`config.mk`:
```
export PLATFORM = sky130hd
export DESIGN_NAME = matrix_multiply_4x4_core
export DESIGN_NICKNAME = d
export VERILOG_FILES = /design/src/design/mm4_pkg.sv /design/src/design/mm4_ctrl.sv /design/src/design/mm4_datapath.sv /design/src/design/matrix_multiply_4x4_core.sv
export SDC_FILE = /design/constraint.sdc
export NUM_CORES = 2
export LEC_CHECK = 0
export BUFFER_PORTS_ARGS = -buffer_cell sky130_fd_sc_hd__buf_2
export CAP_MARGIN = 30
export CORE_UTILIZATION = 60
export CTS_CLUSTER_SIZE = 12
export DETAILED_ROUTE_END_ITERATION = 10
export PLACE_DENSITY = 0.76
export RECOVER_POWER = 100
export SYNTH_ARGS = -nofsm -noshare
export SYNTH_HDL_FRONTEND = slang
export SYNTH_SLANG_ARGS = --single-unit
```
`constraint.sdc`:
```
create_clock -name clk -period 23.6 [get_ports clk]
set_clock_uncertainty 0.2 [all_clocks]
set_input_delay 4.72 -clock clk [delete_from_list [all_inputs] [get_ports clk]]
set_output_delay 4.72 -clock clk [all_outputs]
set_load 0.005 [all_outputs]
```
`src/design/mm4_pkg.sv`:
```
package mm4_pkg;

    localparam int DEF_WIDTH     = 32;
    localparam int DEF_FRAC_BITS = 16;

    localparam int ELEM_COUNT = 16;
    localparam int ELEM_W     = 4;
    localparam int TERM_W     = 2;
    localparam int CNT_W      = ELEM_W + TERM_W;

    localparam logic [1:0] OP_WR_LEFT  = 2'd0;
    localparam logic [1:0] OP_WR_RIGHT = 2'd1;
    localparam logic [1:0] OP_MULTIPLY = 2'd2;

    localparam logic [TERM_W-1:0] TERM_FIRST = '0;
    localparam logic [TERM_W-1:0] TERM_LAST  = '1;
    localparam logic [ELEM_W-1:0] ELEM_LAST  = '1;

    typedef enum logic [1:0] {
        ST_IDLE,
        ST_RUN,
        ST_DRAIN
    } state_t;

    typedef struct packed {
        logic              wr_left;
        logic              wr_right;
        logic [ELEM_W-1:0] wr_addr;
        logic              issue;
        logic [ELEM_W-1:0] elem;
        logic [TERM_W-1:0] term;
    } dp_cmd_t;

    typedef struct packed {
        logic pipe_active;
    } dp_stat_t;

endpackage

```
`src/design/mm4_ctrl.sv`:
```
module mm4_ctrl (
    input  logic               clk,
    input  logic               rst_n,
    input  logic               start,
    input  logic [1:0]         op,
    input  logic [1:0]         row,
    input  logic [1:0]         col,
    input  mm4_pkg::dp_stat_t  stat,
    output mm4_pkg::dp_cmd_t   cmd,
    output logic               busy
);

    mm4_pkg::state_t                state_reg;
    mm4_pkg::state_t                state_next;
    logic [mm4_pkg::CNT_W-1:0]      cnt_reg;
    logic [mm4_pkg::CNT_W-1:0]      cnt_next;
    logic                           accept;

    assign accept = start && (state_reg == mm4_pkg::ST_IDLE);

    always_ff @(posedge clk or negedge rst_n)
    begin
        if (!rst_n)
        begin
            state_reg <= mm4_pkg::ST_IDLE;
            cnt_reg   <= '0;
        end
        else
        begin
            state_reg <= state_next;
            cnt_reg   <= cnt_next;
        end
    end

    // next state
    always_comb
    begin
        state_next = state_reg;
        case (state_reg)
            mm4_pkg::ST_IDLE:
            begin
                if (accept && op == mm4_pkg::OP_MULTIPLY)
                    state_next = mm4_pkg::ST_RUN;
            end
            mm4_pkg::ST_RUN:
            begin
                if (cnt_reg == '1)
                    state_next = mm4_pkg::ST_DRAIN;
            end
            mm4_pkg::ST_DRAIN:
            begin
                if (!stat.pipe_active)
                    state_next = mm4_pkg::ST_IDLE;
            end
            default:
                state_next = mm4_pkg::ST_IDLE;
        endcase
    end

    // advance the term counter while issuing reads
    always_comb
    begin
        cnt_next = cnt_reg;
        case (state_reg)
            mm4_pkg::ST_RUN:   cnt_next = cnt_reg + 1'b1;
            default:           cnt_next = '0;
        endcase
    end

    // outputs
    always_comb
    begin
        cmd.wr_left  = 1'b0;
        cmd.wr_right = 1'b0;
        cmd.wr_addr  = {row, col};
        cmd.issue    = 1'b0;
        cmd.elem     = cnt_reg[mm4_pkg::CNT_W-1:mm4_pkg::TERM_W];
        cmd.term     = cnt_reg[mm4_pkg::TERM_W-1:0];
        busy         = 1'b1;
        case (state_reg)
            mm4_pkg::ST_IDLE:
            begin
                busy         = 1'b0;
                cmd.wr_left  = accept && (op == mm4_pkg::OP_WR_LEFT);
                cmd.wr_right = accept && (op == mm4_pkg::OP_WR_RIGHT);
            end
            mm4_pkg::ST_RUN:
                cmd.issue = 1'b1;
            mm4_pkg::ST_DRAIN:
                busy = 1'b1;
            default:
                busy = 1'b1;
        endcase
    end

endmodule

```
`src/design/mm4_datapath.sv`:
```
module mm4_datapath #(
    parameter int WIDTH     = mm4_pkg::DEF_WIDTH,
    parameter int FRAC_BITS = mm4_pkg::DEF_FRAC_BITS
) (
    input  logic                clk,
    input  logic                rst_n,
    input  mm4_pkg::dp_cmd_t    cmd,
    input  logic signed [31:0]  value,
    output mm4_pkg::dp_stat_t   stat,
    output logic                result_valid,
    output logic [1:0]          out_row,
    output logic [1:0]          out_col,
    output logic signed [31:0]  product,
    output logic                last
);

    localparam int PROD_W = 2 * WIDTH;
    localparam int ACC_W  = PROD_W + 2;
    localparam logic signed [WIDTH-1:0] SAT_MAX = {1'b0, {(WIDTH-1){1'b1}}};
    localparam logic signed [WIDTH-1:0] SAT_MIN = {1'b1, {(WIDTH-1){1'b0}}};
    localparam logic signed [WIDTH-1:0] ONE_VAL =
        (FRAC_BITS >= WIDTH - 1) ? SAT_MAX : (WIDTH'(1) << FRAC_BITS);

    logic [WIDTH-1:0]               l_mem [mm4_pkg::ELEM_COUNT];
    logic [WIDTH-1:0]               r_mem [mm4_pkg::ELEM_COUNT];
    logic [mm4_pkg::ELEM_COUNT-1:0] l_vld_reg;
    logic [mm4_pkg::ELEM_COUNT-1:0] r_vld_reg;

    logic [mm4_pkg::ELEM_W-1:0]     l_addr;
    logic [mm4_pkg::ELEM_W-1:0]     r_addr;

    // stage 1: read
    logic                           s1_v_reg;
    logic [mm4_pkg::ELEM_W-1:0]     s1_elem_reg;
    logic [mm4_pkg::TERM_W-1:0]     s1_term_reg;
    logic [WIDTH-1:0]               l_rd_reg;
    logic [WIDTH-1:0]               r_rd_reg;
    logic                           l_ok_reg;
    logic                           r_ok_reg;
    logic                           l_diag_reg;
    logic                           r_diag_reg;

    // stage 2: multiply
    logic signed [WIDTH-1:0]        l_op;
    logic signed [WIDTH-1:0]        r_op;
    logic                           s2_v_reg;
    logic [mm4_pkg::ELEM_W-1:0]     s2_elem_reg;
    logic [mm4_pkg::TERM_W-1:0]     s2_term_reg;
    logic signed [PROD_W-1:0]       prod_reg;

    // stage 3: accumulate
    logic                           s3_v_reg;
    logic [mm4_pkg::ELEM_W-1:0]     s3_elem_reg;
    logic signed [ACC_W-1:0]        acc_reg;
    logic signed [ACC_W-1:0]        acc_next;

    // stage 4: shift, saturate, present
    logic signed [ACC_W-1:0]        shifted;
    logic [ACC_W-WIDTH:0]           top_bits;
    logic signed [WIDTH-1:0]        sat_val;
    logic                           result_valid_reg;
    logic [1:0]                     out_row_reg;
    logic [1:0]                     out_col_reg;
    logic signed [31:0]             product_reg;
    logic                           last_reg;

    assign l_addr = {cmd.elem[3:2], cmd.term};
    assign r_addr = {cmd.term, cmd.elem[1:0]};

    always_ff @(posedge clk)
    begin
        if (cmd.wr_left)
            l_mem[cmd.wr_addr] <= value[WIDTH-1:0];
        if (cmd.wr_right)
            r_mem[cmd.wr_addr] <= value[WIDTH-1:0];
        l_rd_reg <= l_mem[l_addr];
        r_rd_reg <= r_mem[r_addr];
    end

    // entries never written read as identity
    always_ff @(posedge clk or negedge rst_n)
    begin
        if (!rst_n)
        begin
            l_vld_reg <= '0;
            r_vld_reg <= '0;
        end
        else
        begin
            if (cmd.wr_left)
                l_vld_reg[cmd.wr_addr] <= 1'b1;
            if (cmd.wr_right)
                r_vld_reg[cmd.wr_addr] <= 1'b1;
        end
    end

    assign l_op = l_ok_reg ? l_rd_reg : (l_diag_reg ? ONE_VAL : '0);
    assign r_op = r_ok_reg ? r_rd_reg : (r_diag_reg ? ONE_VAL : '0);

    assign acc_next = ((s2_term_reg == mm4_pkg::TERM_FIRST) ? ACC_W'(0) : acc_reg)
                    + ACC_W'(prod_reg);

    assign shifted  = acc_reg >>> FRAC_BITS;
    assign top_bits = shifted[ACC_W-1:WIDTH-1];

    always_comb
    begin
        if ((&top_bits) || !(|top_bits))
            sat_val = shifted[WIDTH-1:0];
        else if (shifted[ACC_W-1])
            sat_val = SAT_MIN;
        else
            sat_val = SAT_MAX;
    end

    always_ff @(posedge clk or negedge rst_n)
    begin
        if (!rst_n)
        begin
            s1_v_reg         <= 1'b0;
            s2_v_reg         <= 1'b0;
            s3_v_reg         <= 1'b0;
            result_valid_reg <= 1'b0;
        end
        else
        begin
            s1_v_reg         <= cmd.issue;
            s2_v_reg         <= s1_v_reg;
            s3_v_reg         <= s2_v_reg && (s2_term_reg == mm4_pkg::TERM_LAST);
            result_valid_reg <= s3_v_reg;
        end
    end

    always_ff @(posedge clk)
    begin
        s1_elem_reg <= cmd.elem;
        s1_term_reg <= cmd.term;
        l_ok_reg    <= l_vld_reg[l_addr];
        r_ok_reg    <= r_vld_reg[r_addr];
        l_diag_reg  <= (l_addr[3:2] == l_addr[1:0]);
        r_diag_reg  <= (r_addr[3:2] == r_addr[1:0]);

        s2_elem_reg <= s1_elem_reg;
        s2_term_reg <= s1_term_reg;
        prod_reg    <= l_op * r_op;

        if (s2_v_reg)
        begin
            acc_reg     <= acc_next;
            s3_elem_reg <= s2_elem_reg;
        end

        out_row_reg <= s3_elem_reg[3:2];
        out_col_reg <= s3_elem_reg[1:0];
        product_reg <= 32'(sat_val);
        last_reg    <= (s3_elem_reg == mm4_pkg::ELEM_LAST);
    end

    assign stat.pipe_active = s1_v_reg || s2_v_reg || s3_v_reg;

    assign result_valid = result_valid_reg;
    assign out_row      = out_row_reg;
    assign out_col      = out_col_reg;
    assign product      = product_reg;
    assign last         = last_reg;

endmodule

```
`src/design/matrix_multiply_4x4_core.sv`:
```
// Write transactions (op 0/1) keep busy low, so one per cycle.
// A multiply transaction raises busy until the pipeline drains: one multiply-accumulate unit
// reads one left and one right element a cycle, so each product element sums four terms.
// The multiply yields 16 results in all.
// Results appear for one cycle on result_valid; the receiver cannot stall them.
// Reset (rst_n, async, active low) returns both matrices to identity and the core to idle.
module matrix_multiply_4x4_core #(
    parameter int WIDTH     = mm4_pkg::DEF_WIDTH,
    parameter int FRAC_BITS = mm4_pkg::DEF_FRAC_BITS
) (
    input  logic               clk,
    input  logic               rst_n,
    input  logic               start,
    output logic               busy,
    input  logic [1:0]         op,
    input  logic [1:0]         row,
    input  logic [1:0]         col,
    input  logic signed [31:0] value,
    output logic               result_valid,
    output logic [1:0]         out_row,
    output logic [1:0]         out_col,
    output logic signed [31:0] product,
    output logic               last
);

    mm4_pkg::dp_cmd_t  cmd;
    mm4_pkg::dp_stat_t stat;

    mm4_ctrl u_ctrl (
        .clk   (clk),
        .rst_n (rst_n),
        .start (start),
        .op    (op),
        .row   (row),
        .col   (col),
        .stat  (stat),
        .cmd   (cmd),
        .busy  (busy)
    );

    mm4_datapath #(
        .WIDTH     (WIDTH),
        .FRAC_BITS (FRAC_BITS)
    ) u_datapath (
        .clk          (clk),
        .rst_n        (rst_n),
        .cmd          (cmd),
        .value        (value),
        .stat         (stat),
        .result_valid (result_valid),
        .out_row      (out_row),
        .out_col      (out_col),
        .product      (product),
        .last         (last)
    );

endmodule
```
## Word level (Yosys, flattened, before mapping)

Memories as Yosys holds them, arrays and structs flattened. A register that Yosys moved wholly into a read port is not among the register bits.
Cells that the tools add are included.

| word-level totals | value |
|---|---|
| word-level logic and storage cells | 87 |
| memories | 2 |
| output and inout bits | 39 |
| memory bits (writable) | 1,024 |
| register bits after elaboration | 231 |

| cells by class | value |
|---|---|
| bitwise gates (word level) | 2 |
| order comparisons | 4 |
| add/subtract/negate cells | 2 |
| multipliers | 1 |
| equality and inequality tests | 12 |
| reduce and logical (&&, ||, !) cells | 16 |
| mux-type cells | 25 |

Memory list:

| memory | depth | width | read ports | clocked after Yosys merged registers in | wr ports | RTL line | RTL |
|---|---|---|---|---|---|---|---|
| u_datapath.l_mem | 16 | 32 | 1 | 1 | 1 | mm4_datapath.sv:24 | `logic [WIDTH-1:0] l_mem [mm4_pkg::ELEM_COUNT];` |
| u_datapath.r_mem | 16 | 32 | 1 | 1 | 1 | mm4_datapath.sv:25 | `logic [WIDTH-1:0] r_mem [mm4_pkg::ELEM_COUNT];` |

Operators with widths:

| cell | count |
|---|---|
| 2-to-1 mux 32 bit | 4 |
| adder 66 x 64 -> 66 bit | 1 |
| 2-to-1 mux 66 bit | 1 |
| multiplier 32 x 32 -> 64 bit | 1 |
| 2-to-1 mux 17 bit | 2 |
| OR 16 bit | 2 |
| AND reduction 19 bit | 1 |
| OR reduction 19 bit | 1 |
| < comparator 4 x 5 -> 1 bit, second input constant | 3 |
| 2-to-1 mux 1 bit | 9 |
| binary-select mux 1 bit (select 4 bit) | 2 |
| 2-to-1 mux 2 bit | 4 |
| adder 6 x 1 -> 6 bit, second input constant | 1 |
| equality test 2 bit, second input constant | 3 |
| equality test 6 bit, second input constant | 1 |
| logical AND 1 bit | 6 |
| logical NOT 2 bit | 3 |
| 2-to-1 mux 6 bit | 1 |
| one-hot mux 2 bit (3 select lines) | 1 |
| demux 1 bit (select 4 bit) | 1 |
| equality test 2 x 1 -> 1 bit, second input constant | 2 |
| equality test 2 bit | 2 |
| equality test 4 bit, second input constant | 1 |
| >= comparator 4 x 1 -> 1 bit, second input constant | 1 |
| other kinds (5) | 8 |

## Depth between registers and ports, before layout

| logic depth | value |
|---|---|
| depth after elaboration | 6 |
| mapped depth | 32 |
| gate-level depth less buffers | 28 |

## Cells and area by module

A second synthesis with hierarchy kept.

| second synthesis, totals | value |
|---|---|
| cells, all modules | 6,555 |
| area total of the unflattened synthesis | 86,211.4 µm² |

Modules (own cells, without submodules):

| module | instances | area each (µm²) | seq. area each (µm²) | cells an instance |
|---|---|---|---|---|
| mm4_datapath | 1 | 85,806.0 | 37,375.8 | 6,514 |
| mm4_ctrl | 1 | 405.4 | 200.2 | 41 |

## Least setup slack after synthesis

Ideal clock, no wire load.

| timing path | value |
|---|---|
| path type | register to register |
| start | reg u_datapath.l_ok_reg |
| end | reg u_datapath.prod_reg[62] |
| path buffers | 5 |
| cell stages (with the launch flop) | 28 |
| required time | 23.280 ns |
| data arrival time | 8.211 ns |
| setup slack | 15.069 ns |
| cell sequence | dfxtp_1 clkbuf_1 clkbuf_1 clkbuf_1 nand2_1 clkbuf_1 nor2_1 fa_1 fa_1 fa_1 inv_1 fa_1 inv_1 fa_1 inv_1 fa_1 fa_1 fa_1 inv_1 ha_1 clkbuf_1 nand4_1 a2111o_1 o21ai_2 a41oi_1 o41ai_1 o221ai_1 xnor2_1 |

| on the way | value |
|---|---|
| word-level cells in the longest chain between the ends | 2 |

RTL lines:

| item | RTL line | RTL |
|---|---|---|
| start, declared | mm4_datapath.sv:38 | `logic l_ok_reg;` |
| start signal, assigned | mm4_datapath.sv:138 | `l_ok_reg <= l_vld_reg[l_addr];` |
| 2-to-1 mux 32 bit | mm4_datapath.sv:97 | `assign l_op = l_ok_reg ? l_rd_reg : (l_diag_reg ? ONE_VAL : '0);` |
| multiplier 32 x 32 -> 64 bit | mm4_datapath.sv:145 | `prod_reg <= l_op * r_op;` |
| end signal, assigned | mm4_datapath.sv:145 |  |
| end, declared | mm4_datapath.sv:49 | `logic signed [PROD_W-1:0] prod_reg;` |

Every way passes these cells.
A chain may end at the register's enable or synchronous reset.

## Final worst setup path

| timing path | value |
|---|---|
| start | reg u_datapath.l_ok_reg |
| end | reg u_datapath.prod_reg[49] |

The elaborated chain is that of the path after synthesis.

==> summary.md <==
| Metric | Value |
|---|---|
| R2r worst-path depth | `24` |
| Syn Std Cell Area | `86300 um^2` |
| I/O Buffers | `79` |
| Placement Rows | `138` |
| Post-CTS sizing | `0` |
| Clock tree sinks | `1319` |
| Crit path time final | `13290 ps` |
| Initial antenna violation count | `16` |
| Multi-input logic area | `43600 um^2` |
| Hold Path Depth | `0` |
| TritonCTS clock tree | `done` |
| DRC | `0` |
| Nets | `7980` |
| Most frequent cells in the layout | `edfxtp_1, fa_1, inv_1, nand2_1, nor2_1` |
| Largest net degree at the start of global routing | `102` |
| CP Buf/Inv Count | `5` |
| Global-route wire length before repair | `351 mm` |
| CORE AREA | `142000 um^2` |
| Final setup TNS | `0 ps` |
| Failing checks | `capacitance limit, slew limit` |
| Worst Path Max Fanout | `64` |
| Detailed Routing Iterations Pass 1 | `6` |
| Share of layout cells above drive strength 1 | `0.101` |
| Vias per inst | `6.21` |
| Placer Congestion | `0.986` |
| Mapped Nets | `7963` |
| Detailed-route wire length per cell | `27.5 um` |
| CP max-delay cell | `clkbuf_1` |
| CP peak stage delay | `1840 ps` |
| Die height | `381 um` |
| Synth warn | `0` |
| Post-Syn Instances | `6589` |
| Final core utilization | `0.654` |
| Root buffer cell | `clkbuf_16` |
| LEAKAGE | `37.5 nW` |
| R2r endpoint | `u_datapath.prod_reg[49]$_DFF_P_` |
| Worst reg2reg setup slack | `10310 ps` |
| Fmax | `75.2 MHz` |
| GRT Overall Usage | `0.330` |
| Leading cell type in the layout, fill and taps excluded | `edfxtp_1` |
| Width of the die | `381 um` |
| Crit end category | `register` |
| Area after DPL | `89200 um^2` |
| Hold Path End | `u_datapath.s2_term_reg[1]$_DFF_P_` |
| Via count | `53400` |
| Hpwl dp | `160 mm` |
| CP Launch Type | `register` |
| Final ANT Viol Nets | `0` |
| Maximum clock path buffer count | `3` |
| Syn avg cell area | `13.1 um^2` |
| Final WL | `237 mm` |
| GRT overflow | `0` |
| Worst-margin pin slew | `8730 ps` |
| Req. time, crit path | `24110 ps` |
| Crit path kind | `register to register` |
| R2r startpoint | `u_datapath.l_ok_reg$_DFF_P_` |
| Fillers | `10000` |
| Reg clk slew, reported paths | `60 ps` |
| Outcome | `finished with violations` |
| VDD IR max | `0.102 mV` |
| Seq/Total Area, Yosys | `0.435` |
| Critical hold path startpoint | `u_datapath.s1_term_reg[1]$_DFF_P_` |
| Full die area | `145000 um^2` |
| CP delay by family, top | `adder cells` |
| Synthesized flop and latch total | `1319` |
| Iteration-0 DRC Markers | `5545` |
| Distinct cells, synth | `80` |
| Async set or reset register ratio after synthesis | `0.0334` |
| Total power draw | `9.51 mW` |
| Htree depth | `4` |
| Crit-path cells | `clkbuf_1 > nand2_1 > nor2_1 > fa_1 > fa_1 > inv_1 > fa_1 > fa_1 > fa_1 > inv_1 > fa_1 > inv_1 > fa_1 > fa_1 > inv_1 > ha_1 > and3_1 > nand3_1 > a2111oi_0 > a21oi_1 > o31ai_1 > a31oi_1 > o21ai_0 > xor2_1` |
| Sequential Area | `37600 um^2` |
| Post-synth EDFFs | `1094` |
| Post-CTS Setup Bufs | `0` |
| RSZ-0062 raised after global routing | `no` |
| Ports | `80` |
| Top FF cell, synth | `edfxtp_1` |
| Initial Utilization | `0.607` |
| Hold Path Class | `register to register` |
| PwrDens | `102 nW/um^2` |
| Max Slew Vio Count | `1817` |
| Finished Cell Area | `93000 um^2` |
| Normalized max-slew margin | `-4.82` |
| Fin. Hold Viols | `0` |
| Tcrit/Tclk final | `0.563` |
| Final setup violation count | `0` |
| Vias in the first global route | `56000` |
| Clk_lat worst skew | `810 ps` |
| Worst path most repeated cell | `fa_1` |
| P&R area growth vs syn | `7.76%` |
| CTS Buf Count | `138` |
| CTS Hold Buffers Added | `0` |
| Maxcap violations | `69` |
| Arr. time, crit path | `13800 ps` |
==> cell families after synthesis <==
logic type / count (synthesis) / synth area share
buf+inv: 1354 / 0.0590
mux: 335 / 0.0867
fa+ha+maj: 1333 / 0.287
xor+xnor: 134 / 0.0136
flops: 1319 / 0.435
simple gates: 1646 / 0.0816
compound gates: 468 / 0.0361
==> how the worst max path moves through the flow <==
stage,from,to,slack (ps),cells past startpoint
2_1_floorplan,u_datapath.l_ok_reg$_DFF_P_,u_datapath.prod_reg[62]$_DFF_P_,15070,27
3_3_place_gp,u_datapath.l_ok_reg$_DFF_P_,u_datapath.prod_reg[62]$_DFF_P_,13770,26
3_5_place_dp,u_datapath.l_ok_reg$_DFF_P_,u_datapath.prod_reg[62]$_DFF_P_,13460,26
4_1_cts,u_datapath.l_ok_reg$_DFF_P_,u_datapath.prod_reg[62]$_DFF_P_,13520,26
5_1_grt,u_datapath.l_ok_reg$_DFF_P_,u_datapath.prod_reg[61]$_DFF_P_,10100,24
6_report,u_datapath.l_ok_reg$_DFF_P_,u_datapath.prod_reg[49]$_DFF_P_,10310,24
==> stage by stage <==
step / setup WS (ps) / cells / hold WS (ps)
floorplan: 15070 / 6589 / 110
global placement: 13770 / 8335 / 110
detailed placement: 13460 / 8354 / 112
CTS: 13520 / 8596 / 134
global route: 10100 / 8599 / 140
finish: 10310 / 8606 / 135
==> Yosys cell counts (all sizes together), types with 5 or more instances <==
cell	number	area (um^2)
dfxtp	181	3620
a21o	88	662
dfrtp	44	1100
and4	6	52.6
ha	250	3130
a31o	6	52.6
xnor2	86	753
nand2b	18	113
a41oi	7	61.3
nand4	31	194
a31oi	15	93.8
nand3	42	210
o21ai	77	389
a21boi	5	37.5
inv	1032	3870
o31a	5	43.8
o211ai	8	60.1
and3	19	120
a221oi	6	52.6
edfxtp	1094	32900
buf	36	143
nor4	7	43.8
nand2	655	2460
a211oi	15	113
clkbuf	286	1070
a311oi	6	52.6
o21a	10	75.1
nor2	628	2360
or2	41	257
and2	76	478
fa	1083	21700
nor3	27	135
xor2	48	420
a21oi	140	712
mux4	330	7430
o21bai	34	255
o31ai	10	93.8
nor2b	83	519
==> area by class of cell <==
| type | instances | share of cell area |
|---|---|---|
| multi-input combinational | 3916 | 0.469 |
| sequential | 1319 | 0.404 |
| inverter | 1032 | 0.0417 |
| clock buffer | 204 | 0.0410 |
| tap | 1890 | 0.0254 |
| timing repair buffer | 199 | 0.0136 |
| clock inverter | 38 | 0.00497 |
| antenna | 8 | 0.000215 |
==> power by group <==
group | internal [mW] | switching (mW) | total, mW
clock network | 1.16 | 0.948 | 2.10
registers | 2.79 | 0.193 | 2.98
logic | 1.78 | 2.64 | 4.42
==> metal layers <==
metal	part of all wire	track usage	up-vias
met3	0.12	0.0936	682
met2	0.47	0.527	3535
met1	0.36	0.433	27400
met4	0.044	0.126	14
met5	0.00036	0	-
li1	-	-	21900
Note: power is estimated with default switching activity, not from simulation.
